### config.mk
export PLATFORM = sky130hd
export DESIGN_NAME = synth_voice_allocator_core
export DESIGN_NICKNAME = d
export VERILOG_FILES = /design/src/rtl/core/sva_pkg.sv /design/src/rtl/core/synth_voice_allocator_core.sv /design/src/rtl/core/sva_stack_cell.sv /design/src/rtl/core/sva_held_stack.sv
export SDC_FILE = /design/constraint.sdc
export NUM_CORES = 2
export LEC_CHECK = 0
export ABC_AREA = 1
export BUFFER_PORTS_ARGS = -buffer_cell sky130_fd_sc_hd__buf_2
export CAP_MARGIN = 0
export CORE_MARGIN = 2
export CORE_UTILIZATION = 35
export DETAILED_ROUTE_END_ITERATION = 10
export PLACE_DENSITY_LB_ADDON = 0.2
export SLEW_MARGIN = 20
export SYNTH_ARGS = -nofsm -noshare
export SYNTH_HDL_FRONTEND = slang
export SYNTH_SLANG_ARGS = --single-unit
export TNS_END_PERCENT = 20
### constraint.sdc
create_clock -name clk_i -period 18.76 [get_ports clk_i]
set_input_delay 1.876 -clock clk_i [delete_from_list [all_inputs] [get_ports clk_i]]
set_output_delay 1.876 -clock clk_i [all_outputs]
set_load 0.01 [all_outputs]
### src/rtl/core/sva_pkg.sv
// ----------------------------------------------------------------------------
// sva_pkg: shared types and codes for the voice allocator
// Event and mode codes, held-note stack entry, stack command and result types.
// ----------------------------------------------------------------------------
package sva_pkg;

  localparam int unsigned KEY_W   = 7;
  localparam int unsigned NOTE_W  = 14;
  localparam int unsigned STAMP_W = 32;
  localparam int unsigned VIDX_W  = 3;

  // input event codes
  localparam logic [1:0] ACT_NOTE_ON    = 2'd0;
  localparam logic [1:0] ACT_NOTE_OFF   = 2'd1;
  localparam logic [1:0] ACT_VOICE_DONE = 2'd2;

  // voice mode codes
  localparam logic [1:0] MODE_MONO   = 2'd0;
  localparam logic [1:0] MODE_POLY   = 2'd1;
  localparam logic [1:0] MODE_UNISON = 2'd2;
  localparam logic [1:0] MODE_RSVD   = 2'd3;

  // voice command codes
  localparam logic CMD_START   = 1'b0;
  localparam logic CMD_RELEASE = 1'b1;

  typedef enum logic [1:0] {STK_NONE, STK_PUSH, STK_FILTER, STK_CLEAR} stk_op_e;
  typedef enum logic [1:0] {CELL_HOLD, CELL_SHIFT, CELL_HEAD, CELL_NEW} cell_sel_e;

  // one held note: note holds velocity in its upper half, pitch in its lower
  typedef struct packed {
    logic [NOTE_W-1:0]  note;
    logic [STAMP_W-1:0] stamp;
  } stk_entry_t;

  typedef struct packed {
    stk_op_e          op;
    logic [KEY_W-1:0] pitch;
    stk_entry_t       entry;
  } stk_ctrl_t;

  typedef struct packed {
    logic [VIDX_W-1:0] voice;
    logic              cmd;
    logic [KEY_W-1:0]  pitch;
    logic [KEY_W-1:0]  vel;
  } res_t;

endpackage

### src/rtl/core/synth_voice_allocator_core.sv
// ----------------------------------------------------------------------------
// synth_voice_allocator_core: polyphonic voice allocator, oldest-voice stealing
// Throughput: one event at a time, the next accepted the cycle after the
//   flush; the voice walk and the stack chain set it, output stalls add to it.
// Reset: mode poly, all voices silent, stack empty, note clock zero.
// ----------------------------------------------------------------------------
module synth_voice_allocator_core #(
  parameter int unsigned VOICES      = 8,
  parameter int unsigned STACK_DEPTH = 16
) (
  input  logic       clk_i,
  input  logic       rst_ni,
  input  logic       in_valid_i,
  output logic       in_stall_o,
  input  logic [1:0] action_i,
  input  logic [6:0] pitch_i,
  input  logic [6:0] velocity_i,
  input  logic [2:0] finished_voice_i,
  output logic       out_valid_o,
  input  logic       out_stall_i,
  output logic [2:0] voice_index_o,
  output logic       command_o,
  output logic [6:0] note_pitch_o,
  output logic [6:0] note_velocity_o,
  output logic       last_o,
  input  logic       cfg_valid_i,
  output logic       cfg_ready_o,
  input  logic [1:0] cfg_voice_mode_i
);

  localparam int unsigned VW     = $clog2(VOICES);
  localparam int unsigned SCW    = $clog2(STACK_DEPTH + 1);
  localparam int unsigned KW     = sva_pkg::KEY_W;
  localparam int unsigned SW     = sva_pkg::STAMP_W;
  localparam int unsigned VIDX_W = sva_pkg::VIDX_W;

  typedef enum logic [2:0] {ST_IDLE, ST_FILTER, ST_SCAN, ST_VOICE, ST_FLUSH} state_e;
  typedef enum logic [1:0] {LP_ALL, LP_ONE, LP_RESTART, LP_RELEASE} loop_e;

  // control and working registers
  state_e              state_q, state_d;
  loop_e               kind_q, kind_d;
  logic [1:0]          mode_q, mode_d;
  logic [VW-1:0]       idx_q, idx_d;
  logic [SCW-1:0]      step_q, step_d;
  logic [KW-1:0]       pitch_q, pitch_d;
  logic [2*KW-1:0]     note_q, note_d;
  logic [SW-1:0]       stamp_q, stamp_d;
  logic [SW-1:0]       clock_q, clock_d;
  logic [VW-1:0]       target_q, target_d;
  logic                sil_found_q, sil_found_d, rel_found_q, rel_found_d;
  logic [VW-1:0]       sil_idx_q, sil_idx_d, rel_idx_q, rel_idx_d, any_idx_q, any_idx_d;
  logic [SW-1:0]       sil_age_q, sil_age_d, rel_age_q, rel_age_d, any_age_q, any_age_d;
  sva_pkg::res_t       pend_q, pend_d, out_q, out_d;
  logic                pend_valid_q, pend_valid_d;
  logic                out_valid_q, out_valid_d, out_last_q, out_last_d;

  // voice bank
  logic [KW-1:0]       vpitch_q [VOICES];
  logic [KW-1:0]       vvel_q   [VOICES];
  logic [SW-1:0]       vage_q   [VOICES];
  logic [VOICES-1:0]   vheld_q, vsnd_q;

  logic                v_start, v_rel, v_done, v_clear;
  logic [VW-1:0]       fin_idx;
  logic                in_fire, cfg_fire, out_free, hit;
  logic [VW-1:0]       active_last;
  logic [KW-1:0]       cur_pitch, cur_vel;
  logic [SW-1:0]       cur_age;
  logic                cur_held, cur_snd;
  sva_pkg::res_t       cand;
  sva_pkg::stk_ctrl_t  stk_ctrl;
  logic [SCW-1:0]      stk_count;
  sva_pkg::stk_entry_t stk_top;

  assign in_fire     = in_valid_i && !in_stall_o;
  assign cfg_fire    = cfg_valid_i && cfg_ready_o;
  assign in_stall_o  = (state_q != ST_IDLE) || cfg_valid_i;
  assign cfg_ready_o = (state_q == ST_IDLE);
  assign out_free    = !out_valid_q || !out_stall_i;
  assign active_last = (mode_q == sva_pkg::MODE_MONO) ? '0 : VW'(VOICES - 1);
  assign fin_idx     = VW'(finished_voice_i);

  assign cur_pitch = vpitch_q[idx_q];
  assign cur_vel   = vvel_q[idx_q];
  assign cur_age   = vage_q[idx_q];
  assign cur_held  = vheld_q[idx_q];
  assign cur_snd   = vsnd_q[idx_q];

  sva_held_stack #(
    .DEPTH (STACK_DEPTH)
  ) u_stack (
    .clk_i   (clk_i),
    .rst_ni  (rst_ni),
    .ctrl_i  (stk_ctrl),
    .count_o (stk_count),
    .top_o   (stk_top)
  );

  // sequencer next state
  always_comb begin
    state_d      = state_q;
    kind_d       = kind_q;
    mode_d       = mode_q;
    idx_d        = idx_q;
    step_d       = step_q;
    pitch_d      = pitch_q;
    note_d       = note_q;
    stamp_d      = stamp_q;
    clock_d      = clock_q;
    target_d     = target_q;
    sil_found_d  = sil_found_q;
    rel_found_d  = rel_found_q;
    sil_idx_d    = sil_idx_q;
    rel_idx_d    = rel_idx_q;
    any_idx_d    = any_idx_q;
    sil_age_d    = sil_age_q;
    rel_age_d    = rel_age_q;
    any_age_d    = any_age_q;
    pend_d       = pend_q;
    pend_valid_d = pend_valid_q;
    out_d        = out_q;
    out_last_d   = out_last_q;
    out_valid_d  = out_valid_q && out_stall_i;
    v_start      = 1'b0;
    v_rel        = 1'b0;
    v_done       = 1'b0;
    v_clear      = 1'b0;
    hit          = 1'b0;
    stk_ctrl.op          = sva_pkg::STK_NONE;
    stk_ctrl.pitch       = pitch_q;
    stk_ctrl.entry.note  = {velocity_i, pitch_i};
    stk_ctrl.entry.stamp = clock_q;

    cand.voice = VIDX_W'(idx_q);
    cand.cmd   = sva_pkg::CMD_START;
    cand.pitch = note_q[KW-1:0];
    cand.vel   = note_q[2*KW-1:KW];

    unique case (state_q)
      ST_IDLE: begin
        if (cfg_fire) begin
          if (cfg_voice_mode_i != sva_pkg::MODE_RSVD && cfg_voice_mode_i != mode_q) begin
            mode_d      = cfg_voice_mode_i;
            v_clear     = 1'b1;
            stk_ctrl.op = sva_pkg::STK_CLEAR;
          end
        end else if (in_fire) begin
          case (action_i)
            sva_pkg::ACT_NOTE_ON: begin
              note_d      = {velocity_i, pitch_i};
              stamp_d     = clock_q;
              clock_d     = clock_q + SW'(1);
              stk_ctrl.op = sva_pkg::STK_PUSH;
              idx_d       = '0;
              sil_found_d = 1'b0;
              rel_found_d = 1'b0;
              if (mode_q == sva_pkg::MODE_POLY) begin
                state_d = ST_SCAN;
              end else begin
                kind_d  = LP_ALL;
                state_d = ST_VOICE;
              end
            end
            sva_pkg::ACT_NOTE_OFF: begin
              pitch_d = pitch_i;
              step_d  = stk_count;
              state_d = ST_FILTER;
            end
            sva_pkg::ACT_VOICE_DONE: begin
              v_done = (32'(finished_voice_i) < VOICES);
            end
            default: ;
          endcase
        end
      end

      // one chain step per held entry
      ST_FILTER: begin
        if (step_q != '0) begin
          stk_ctrl.op = sva_pkg::STK_FILTER;
          step_d      = step_q - SCW'(1);
        end else begin
          idx_d   = '0;
          state_d = ST_VOICE;
          if (mode_q != sva_pkg::MODE_POLY && stk_count != '0) begin
            note_d  = stk_top.note;
            stamp_d = stk_top.stamp;
            kind_d  = LP_RESTART;
          end else begin
            kind_d  = LP_RELEASE;
          end
        end
      end

      // oldest silent / released / any voice, one voice per cycle
      ST_SCAN: begin
        if (!cur_snd && (!sil_found_q || cur_age < sil_age_q)) begin
          sil_found_d = 1'b1;
          sil_idx_d   = idx_q;
          sil_age_d   = cur_age;
        end
        if (!cur_held && (!rel_found_q || cur_age < rel_age_q)) begin
          rel_found_d = 1'b1;
          rel_idx_d   = idx_q;
          rel_age_d   = cur_age;
        end
        if (idx_q == '0 || cur_age < any_age_q) begin
          any_idx_d = idx_q;
          any_age_d = cur_age;
        end
        if (idx_q == VW'(VOICES - 1)) begin
          target_d = sil_found_d ? sil_idx_d : (rel_found_d ? rel_idx_d : any_idx_d);
          kind_d   = LP_ONE;
          idx_d    = '0;
          state_d  = ST_VOICE;
        end else begin
          idx_d = idx_q + VW'(1);
        end
      end

      // walk the active voices; one command held back to mark the last
      ST_VOICE: begin
        case (kind_q)
          LP_ALL:     hit = 1'b1;
          LP_ONE:     hit = (idx_q == target_q);
          LP_RESTART: hit = (cur_pitch != note_q[KW-1:0]);
          default: begin
            hit        = (cur_pitch == pitch_q) && cur_snd;
            cand.cmd   = sva_pkg::CMD_RELEASE;
            cand.pitch = cur_pitch;
            cand.vel   = cur_vel;
          end
        endcase
        if (!(hit && pend_valid_q && !out_free)) begin
          if (hit) begin
            v_rel   = (kind_q == LP_RELEASE);
            v_start = (kind_q != LP_RELEASE);
            if (pend_valid_q) begin
              out_d       = pend_q;
              out_last_d  = 1'b0;
              out_valid_d = 1'b1;
            end
            pend_d       = cand;
            pend_valid_d = 1'b1;
          end
          if (idx_q == active_last) begin
            state_d = ST_FLUSH;
          end else begin
            idx_d = idx_q + VW'(1);
          end
        end
      end

      ST_FLUSH: begin
        if (!pend_valid_q) begin
          state_d = ST_IDLE;
        end else if (out_free) begin
          out_d        = pend_q;
          out_last_d   = 1'b1;
          out_valid_d  = 1'b1;
          pend_valid_d = 1'b0;
          state_d      = ST_IDLE;
        end
      end

      default: state_d = ST_IDLE;
    endcase
  end

  // sequencer state and registered outputs
  always_ff @(posedge clk_i or negedge rst_ni) begin
    if (!rst_ni) begin
      state_q      <= ST_IDLE;
      kind_q       <= LP_ALL;
      mode_q       <= sva_pkg::MODE_POLY;
      idx_q        <= '0;
      step_q       <= '0;
      clock_q      <= '0;
      sil_found_q  <= 1'b0;
      rel_found_q  <= 1'b0;
      pend_valid_q <= 1'b0;
      out_valid_q  <= 1'b0;
      out_last_q   <= 1'b0;
    end else begin
      state_q      <= state_d;
      kind_q       <= kind_d;
      mode_q       <= mode_d;
      idx_q        <= idx_d;
      step_q       <= step_d;
      clock_q      <= clock_d;
      sil_found_q  <= sil_found_d;
      rel_found_q  <= rel_found_d;
      pend_valid_q <= pend_valid_d;
      out_valid_q  <= out_valid_d;
      out_last_q   <= out_last_d;
    end
  end

  // working payload
  always_ff @(posedge clk_i) begin
    pitch_q   <= pitch_d;
    note_q    <= note_d;
    stamp_q   <= stamp_d;
    target_q  <= target_d;
    sil_idx_q <= sil_idx_d;
    rel_idx_q <= rel_idx_d;
    any_idx_q <= any_idx_d;
    sil_age_q <= sil_age_d;
    rel_age_q <= rel_age_d;
    any_age_q <= any_age_d;
    pend_q    <= pend_d;
    out_q     <= out_d;
  end

  // voice bank update
  always_ff @(posedge clk_i or negedge rst_ni) begin
    if (!rst_ni) begin
      for (int i = 0; i < VOICES; i++) begin
        vpitch_q[i] <= '0;
        vvel_q[i]   <= '0;
        vage_q[i]   <= '0;
      end
      vheld_q <= '0;
      vsnd_q  <= '0;
    end else begin
      if (v_clear) begin
        vheld_q <= '0;
        vsnd_q  <= '0;
      end
      if (v_done) begin
        vheld_q[fin_idx] <= 1'b0;
        vsnd_q[fin_idx]  <= 1'b0;
      end
      if (v_start) begin
        vpitch_q[idx_q] <= note_q[KW-1:0];
        vvel_q[idx_q]   <= note_q[2*KW-1:KW];
        vage_q[idx_q]   <= stamp_q;
        vheld_q[idx_q]  <= 1'b1;
        vsnd_q[idx_q]   <= 1'b1;
      end
      if (v_rel) begin
        vheld_q[idx_q] <= 1'b0;
      end
    end
  end

  assign out_valid_o     = out_valid_q;
  assign voice_index_o   = out_q.voice;
  assign command_o       = out_q.cmd;
  assign note_pitch_o    = out_q.pitch;
  assign note_velocity_o = out_q.vel;
  assign last_o          = out_last_q;

  // checks
  a_idle_no_pend: assert property (@(posedge clk_i) disable iff (!rst_ni)
    (state_q == ST_IDLE) |-> !pend_valid_q)
    else $error("held-back command left over in idle");

  a_stack_bound: assert property (@(posedge clk_i) disable iff (!rst_ni)
    stk_count <= SCW'(STACK_DEPTH))
    else $error("held-note count beyond stack depth");

  a_mode_clear: assert property (@(posedge clk_i) disable iff (!rst_ni)
    (cfg_fire && cfg_voice_mode_i != sva_pkg::MODE_RSVD && cfg_voice_mode_i != mode_q)
    |=> (stk_count == '0 && vsnd_q == '0 && vheld_q == '0))
    else $error("mode change did not clear stack and voices");

endmodule

### src/rtl/core/sva_stack_cell.sv
// ----------------------------------------------------------------------------
// sva_stack_cell: one entry of the held-note chain
// Holds, takes its upper neighbor, takes the chain head or loads a new note.
// ----------------------------------------------------------------------------
module sva_stack_cell (
  input  logic                  clk_i,
  input  sva_pkg::cell_sel_e    sel_i,
  input  sva_pkg::stk_entry_t   shift_i,
  input  sva_pkg::stk_entry_t   head_i,
  input  sva_pkg::stk_entry_t   new_i,
  output sva_pkg::stk_entry_t   entry_o
);

  sva_pkg::stk_entry_t entry_q, entry_d;

  // source select
  always_comb begin
    case (sel_i)
      sva_pkg::CELL_SHIFT: entry_d = shift_i;
      sva_pkg::CELL_HEAD:  entry_d = head_i;
      sva_pkg::CELL_NEW:   entry_d = new_i;
      default:             entry_d = entry_q;
    endcase
  end

  always_ff @(posedge clk_i) begin
    entry_q <= entry_d;
  end

  assign entry_o = entry_q;

endmodule

### src/rtl/core/sva_held_stack.sv
// ----------------------------------------------------------------------------
// sva_held_stack: held-note stack as a chain of cells
// Cell 0 is the oldest note. A filter step pops the head and re-appends it at
// the top of the live region unless its pitch matches; count steps compact.
// ----------------------------------------------------------------------------
module sva_held_stack #(
  parameter int unsigned DEPTH = 16
) (
  input  logic                          clk_i,
  input  logic                          rst_ni,
  input  sva_pkg::stk_ctrl_t            ctrl_i,
  output logic [$clog2(DEPTH+1)-1:0]    count_o,
  output sva_pkg::stk_entry_t           top_o
);

  localparam int unsigned CW = $clog2(DEPTH + 1);
  localparam int unsigned IW = $clog2(DEPTH);

  logic [CW-1:0]       count_q, count_d;
  logic [CW-1:0]       top_sub;
  logic                full;
  logic                keep;
  sva_pkg::stk_entry_t head;
  sva_pkg::stk_entry_t entry [DEPTH];
  sva_pkg::cell_sel_e  sel [DEPTH];

  assign head = entry[0];
  assign full = (count_q == CW'(DEPTH));
  assign keep = (head.note[sva_pkg::KEY_W-1:0] != ctrl_i.pitch);

  // per-cell select and the chain itself
  for (genvar i = 0; i < DEPTH; i++) begin : g_cell
    localparam int unsigned NXT = (i < DEPTH - 1) ? i + 1 : i;

    always_comb begin
      sel[i] = sva_pkg::CELL_HOLD;
      case (ctrl_i.op)
        sva_pkg::STK_PUSH: begin
          if (full) begin
            sel[i] = (i == DEPTH - 1) ? sva_pkg::CELL_NEW : sva_pkg::CELL_SHIFT;
          end else if (count_q == CW'(i)) begin
            sel[i] = sva_pkg::CELL_NEW;
          end
        end
        sva_pkg::STK_FILTER: begin
          if (CW'(i + 1) < count_q) begin
            sel[i] = sva_pkg::CELL_SHIFT;
          end else if (CW'(i + 1) == count_q && keep) begin
            sel[i] = sva_pkg::CELL_HEAD;
          end
        end
        default: ;
      endcase
    end

    sva_stack_cell u_cell (
      .clk_i   (clk_i),
      .sel_i   (sel[i]),
      .shift_i (entry[NXT]),
      .head_i  (head),
      .new_i   (ctrl_i.entry),
      .entry_o (entry[i])
    );
  end

  // fill count
  always_comb begin
    count_d = count_q;
    case (ctrl_i.op)
      sva_pkg::STK_PUSH:   if (!full) count_d = count_q + CW'(1);
      sva_pkg::STK_FILTER: if (count_q != '0 && !keep) count_d = count_q - CW'(1);
      sva_pkg::STK_CLEAR:  count_d = '0;
      default: ;
    endcase
  end

  always_ff @(posedge clk_i or negedge rst_ni) begin
    if (!rst_ni) begin
      count_q <= '0;
    end else begin
      count_q <= count_d;
    end
  end

  assign top_sub = count_q - CW'(1);
  assign top_o   = entry[top_sub[IW-1:0]];
  assign count_o = count_q;

endmodule
==> impl_metrics.xml <==
<?xml version="1.0" encoding="UTF-8"?>
<metrics>
  <group name="floorplanning">
    <metric name="rows" unit="">164</metric>
    <metric name="die_height" unit="µm">453</metric>
    <metric name="die_w" unit="µm">453</metric>
    <metric name="die_area" unit="µm²">205000</metric>
    <metric name="floorplan.initialDensity" unit="">0.353</metric>
    <metric name="coreArea" unit="µm²">200000</metric>
    <metric name="ios" unit="">48</metric>
  </group>
  <group name="synth">
    <metric name="syn_inst" unit="">7507</metric>
    <metric name="synth.net_count" unit="">7640</metric>
    <metric name="synth_area_per_cell" unit="µm²">9.40</metric>
    <metric name="synth_enable_flop_cells" unit="">933</metric>
    <metric name="synth.top_cell.area_share" unit="">0.397</metric>
    <metric name="async_reset_ff_frac" unit="">0.321</metric>
    <metric name="yosys_warnings" unit="">0</metric>
    <metric name="synth_sequential_area_ratio" unit="">0.553</metric>
    <metric name="yosys_top_cell_by_area" unit="">sky130_fd_sc_hd__edfxtp_1</metric>
    <metric name="number_of_distinct_standard_cells_referenced_by_the_synthesized_netlist" unit="">57</metric>
    <metric name="synth-main-ff-cell" unit="">sky130_fd_sc_hd__edfxtp_1</metric>
    <metric name="synth_top_cells_by_count" unit="">sky130_fd_sc_hd__nand2_1, sky130_fd_sc_hd__edfxtp_1, sky130_fd_sc_hd__o221ai_1, sky130_fd_sc_hd__clkbuf_1</metric>
    <metric name="yosys-top-cells-area" unit="">sky130_fd_sc_hd__edfxtp_1, sky130_fd_sc_hd__dfrtp_1, sky130_fd_sc_hd__nand2_1, sky130_fd_sc_hd__o221ai_1, sky130_fd_sc_hd__nand3_1</metric>
    <metric name="netlist_area" unit="µm²">70600</metric>
    <metric name="synth_seq_cells" unit="">1374</metric>
    <metric name="synthMostInstantiatedCell" unit="">sky130_fd_sc_hd__nand2_1</metric>
  </group>
  <group name="placement">
    <metric name="postPlaceCellArea" unit="µm²">72400</metric>
    <metric name="gp_congestion" unit="">0.870</metric>
    <metric name="io_buffer_count" unit="">47</metric>
    <metric name="pre_cts_ws" unit="ns">11.22</metric>
    <metric name="dp.final_hpwl" unit="mm">146</metric>
  </group>
  <group name="clocking">
    <metric name="cts_inserted_buffers" unit="">151</metric>
    <metric name="ctsHoldBuffers" unit="">0</metric>
    <metric name="clock_sinks" unit="">1374</metric>
    <metric name="cts_max_level" unit="">4</metric>
    <metric name="cts-resized-gates" unit="">0</metric>
    <metric name="path_clk_slew" unit="ns">0.06</metric>
    <metric name="post-cts-setup-buffers" unit="">0</metric>
    <metric name="clk_latency" unit="ns">0.83</metric>
    <metric name="clock-root-buffer" unit="">sky130_fd_sc_hd__clkbuf_16</metric>
    <metric name="cts_max_path_buffers" unit="">3</metric>
    <metric name="cts_tree" unit="">yes</metric>
  </group>
  <group name="timing">
    <metric name="fmax" unit="GHz">0.147</metric>
    <metric name="report.final.hold_viol_count" unit="">0</metric>
    <metric name="layout_setup_ws" unit="ns">11.95</metric>
    <metric name="worst-slew-pin-transition" unit="ns">1.18</metric>
    <metric name="finClkSkew" unit="ns">0.0329</metric>
    <metric name="final-setup-viol-count" unit="">0</metric>
    <metric name="slew_violations" unit="">0</metric>
    <metric name="rsz0062_at_grt" unit="">no</metric>
    <metric name="finalSetupTns" unit="ns">0</metric>
    <metric name="min_period" unit="ns">6.81</metric>
    <metric name="slew-limit-headroom" unit="">0.207</metric>
    <metric name="final.period_utilization" unit="">0.363</metric>
  </group>
  <group name="finish">
    <metric name="fraction_of_final_layout_cells_sized_beyond_drive_strength_1" unit="">0.0658</metric>
    <metric name="seqCellArea" unit="µm²">39100</metric>
    <metric name="stdcell_area" unit="µm²">77300</metric>
    <metric name="layout-area-overhead-vs-synth" unit="%">9.49</metric>
    <metric name="multi_input_comb_area" unit="µm²">27500</metric>
    <metric name="final_net_count" unit="">7259</metric>
    <metric name="fill_cells" unit="">19791</metric>
  </group>
  <group name="grt">
    <metric name="pin_count_of_the_biggest_net_entering_global_routing" unit="">200</metric>
    <metric name="grt_antenna_before_repair" unit="">14</metric>
    <metric name="grt_pass1_wl" unit="mm">387</metric>
    <metric name="track_usage" unit="">0.250</metric>
    <metric name="grt_pass1_vias" unit="">56841</metric>
    <metric name="globalRouteOverflowTotal" unit="">0</metric>
  </group>
  <group name="route">
    <metric name="drt-total-wl" unit="mm">263</metric>
    <metric name="mean_routed_wirelength_per_cell" unit="µm">26.5</metric>
    <metric name="drt_first_pass_iters" unit="">6</metric>
    <metric name="drt.antenna.violating_nets" unit="">0</metric>
    <metric name="detail_route.vias_per_cell" unit="">6.02</metric>
    <metric name="drc" unit="">0</metric>
    <metric name="route.vias.total" unit="">59612</metric>
    <metric name="detailedRoute.firstIterationViolations" unit="">7692</metric>
  </group>
  <group name="setup_path">
    <metric name="timing.critical_path.cells" unit="">buf_2, inv_1, o21ai_0, nand2_1, o21ai_0, nand3_1, nand2_1, inv_1, ha_1, inv_2, nand2_2, buf_4, clkinv_1, nand2_2, buf_4, o221ai_1</metric>
    <metric name="endpoint_kind_of_the_worst_setup_timing_path" unit="">register</metric>
    <metric name="worst_path_max_fanout" unit="">41</metric>
    <metric name="critical-path-slowest-cell" unit="">sky130_fd_sc_hd__nand3_1</metric>
    <metric name="critical_path_required" unit="ns">19.26</metric>
    <metric name="timing.critical_path.buf_inv" unit="">7</metric>
    <metric name="cpLargestDelayFamily" unit="">buffers and inverters</metric>
    <metric name="setup.worst_path.class" unit="">in2reg</metric>
    <metric name="crit_path_arrival_time" unit="ns">7.31</metric>
    <metric name="start_kind" unit="">primary input</metric>
    <metric name="crit_path_max_incr_delay" unit="ns">0.69</metric>
    <metric name="ff2ff_setup_slack" unit="ns">12.18</metric>
  </group>
  <group name="outcome">
    <metric name="outcome" unit="">finished clean</metric>
  </group>
  <group name="power_and_ir_drop">
    <metric name="irDropWorstVdd" unit="mV">0.162</metric>
    <metric name="powerDensity" unit="nW/µm²">169</metric>
    <metric name="static_leakage" unit="nW">31.5</metric>
  </group>
  <group name="hold_path">
    <metric name="holdCritPathClass" unit="">reg2reg</metric>
  </group>
  <group name="run">
    <metric name="max_capacitance_violation_count" unit="">0</metric>
  </group>
</metrics>
registers in the layout, indices dropped and copies added (netlist names), 56 cells and up:
signal and cells:
vage_q 256, vvel_q 56, vpitch_q 56, u_stack.g_cell.u_cell.entry_o 736
path summary, 6_finish.rpt:
check                           cells past startpoint                                   end                start
worst max-delay path                               16  u_stack.g_cell[3].u_cell.entry_o[22]  cfg_voice_mode_i[1]
worst min-delay path                                0                       note_pitch_o[5]           pend_q[12]
worst max register to register                     17                         any_age_q[13]             idx_q[1]
worst min register to register                      0                       note_pitch_o[5]           pend_q[12]
max in group asynchronous                           4                           vage_q[138]               rst_ni
min in group asynchronous                           1                           vpitch_q[1]               rst_ni
per-layer routing:
metal,routed length [µm],track usage,share of wire,up-vias
met5,38,0,0.00014,-
met4,10800,0.101,0.041,6
met2,120000,0.398,0.46,3312
met1,108000,0.336,0.41,29484
met3,23800,0.0436,0.090,658
li1,-,-,-,26152
final cells by class:
class | instances | share of cell area
inverter | 401 | 0.0197
multi-input combinational | 5051 | 0.356
clock buffer | 217 | 0.0560
tap | 2656 | 0.0430
sequential | 1374 | 0.505
clock inverter | 59 | 0.00580
timing repair buffer | 147 | 0.0138
antenna | 4 | 0.000130
cell families (layout without fill, tap and decap cells):
logic type / Yosys count / in the layout / share of synthesized area
other: 0 / 4 / 0
muxes: 40 / 40 / 0.00567
xor gates and xnor gates: 43 / 43 / 0.00534
and+or+nand+nor: 3295 / 3295 / 0.187
adders and majority gates: 107 / 107 / 0.0190
AOI/OAI and AO/OA: 1566 / 1566 / 0.166
buffers and inverters: 1082 / 824 / 0.0631
DFF: 1374 / 1374 / 0.553
where the power goes:
group / switching (mW) / total, mW / internal [mW]
sequential: 0.539 / 4.91 / 4.37
clock: 1.30 / 2.96 / 1.66
combinational: 3.77 / 5.17 / 1.40
total: 5.61 / 13.0 / 7.43
metrics by stage:
step                hold WS (ns)  power [mW]  utilization  std cells
finish                     0.411        13.0        0.386       9909
global route               0.421        13.7        0.386       9907
CTS                        0.415        13.0        0.386       9904
detailed placement         0.405        10.0        0.362       9628
global placement           0.404        9.92        0.362       9628
floorplan                  0.400        8.14            -       7507
layout by cell type (no fill, tap or decap), drive strengths merged, types with 12 or more instances in the layout:
cell type / netlist / layout
inv: 395 / 398
a21oi: 163 / 163
o221ai: 559 / 559
mux2i: 40 / 40
nor2: 350 / 350
a31oi: 52 / 52
nor3: 27 / 27
clkbuf: 482 / 217
o311ai: 55 / 55
xor2: 31 / 31
o211ai: 278 / 278
nand4: 50 / 50
nand3: 442 / 442
buf: 199 / 147
a221oi: 43 / 43
a32oi: 84 / 84
dfrtp: 440 / 440
a22oi: 46 / 46
xnor2: 12 / 12
a22o: 28 / 28
a211oi: 21 / 21
o21ai: 211 / 211
ha: 107 / 107
nand2: 2404 / 2404
clkinv: 6 / 53
edfxtp: 933 / 933
(Power assumes the default switching activity.)
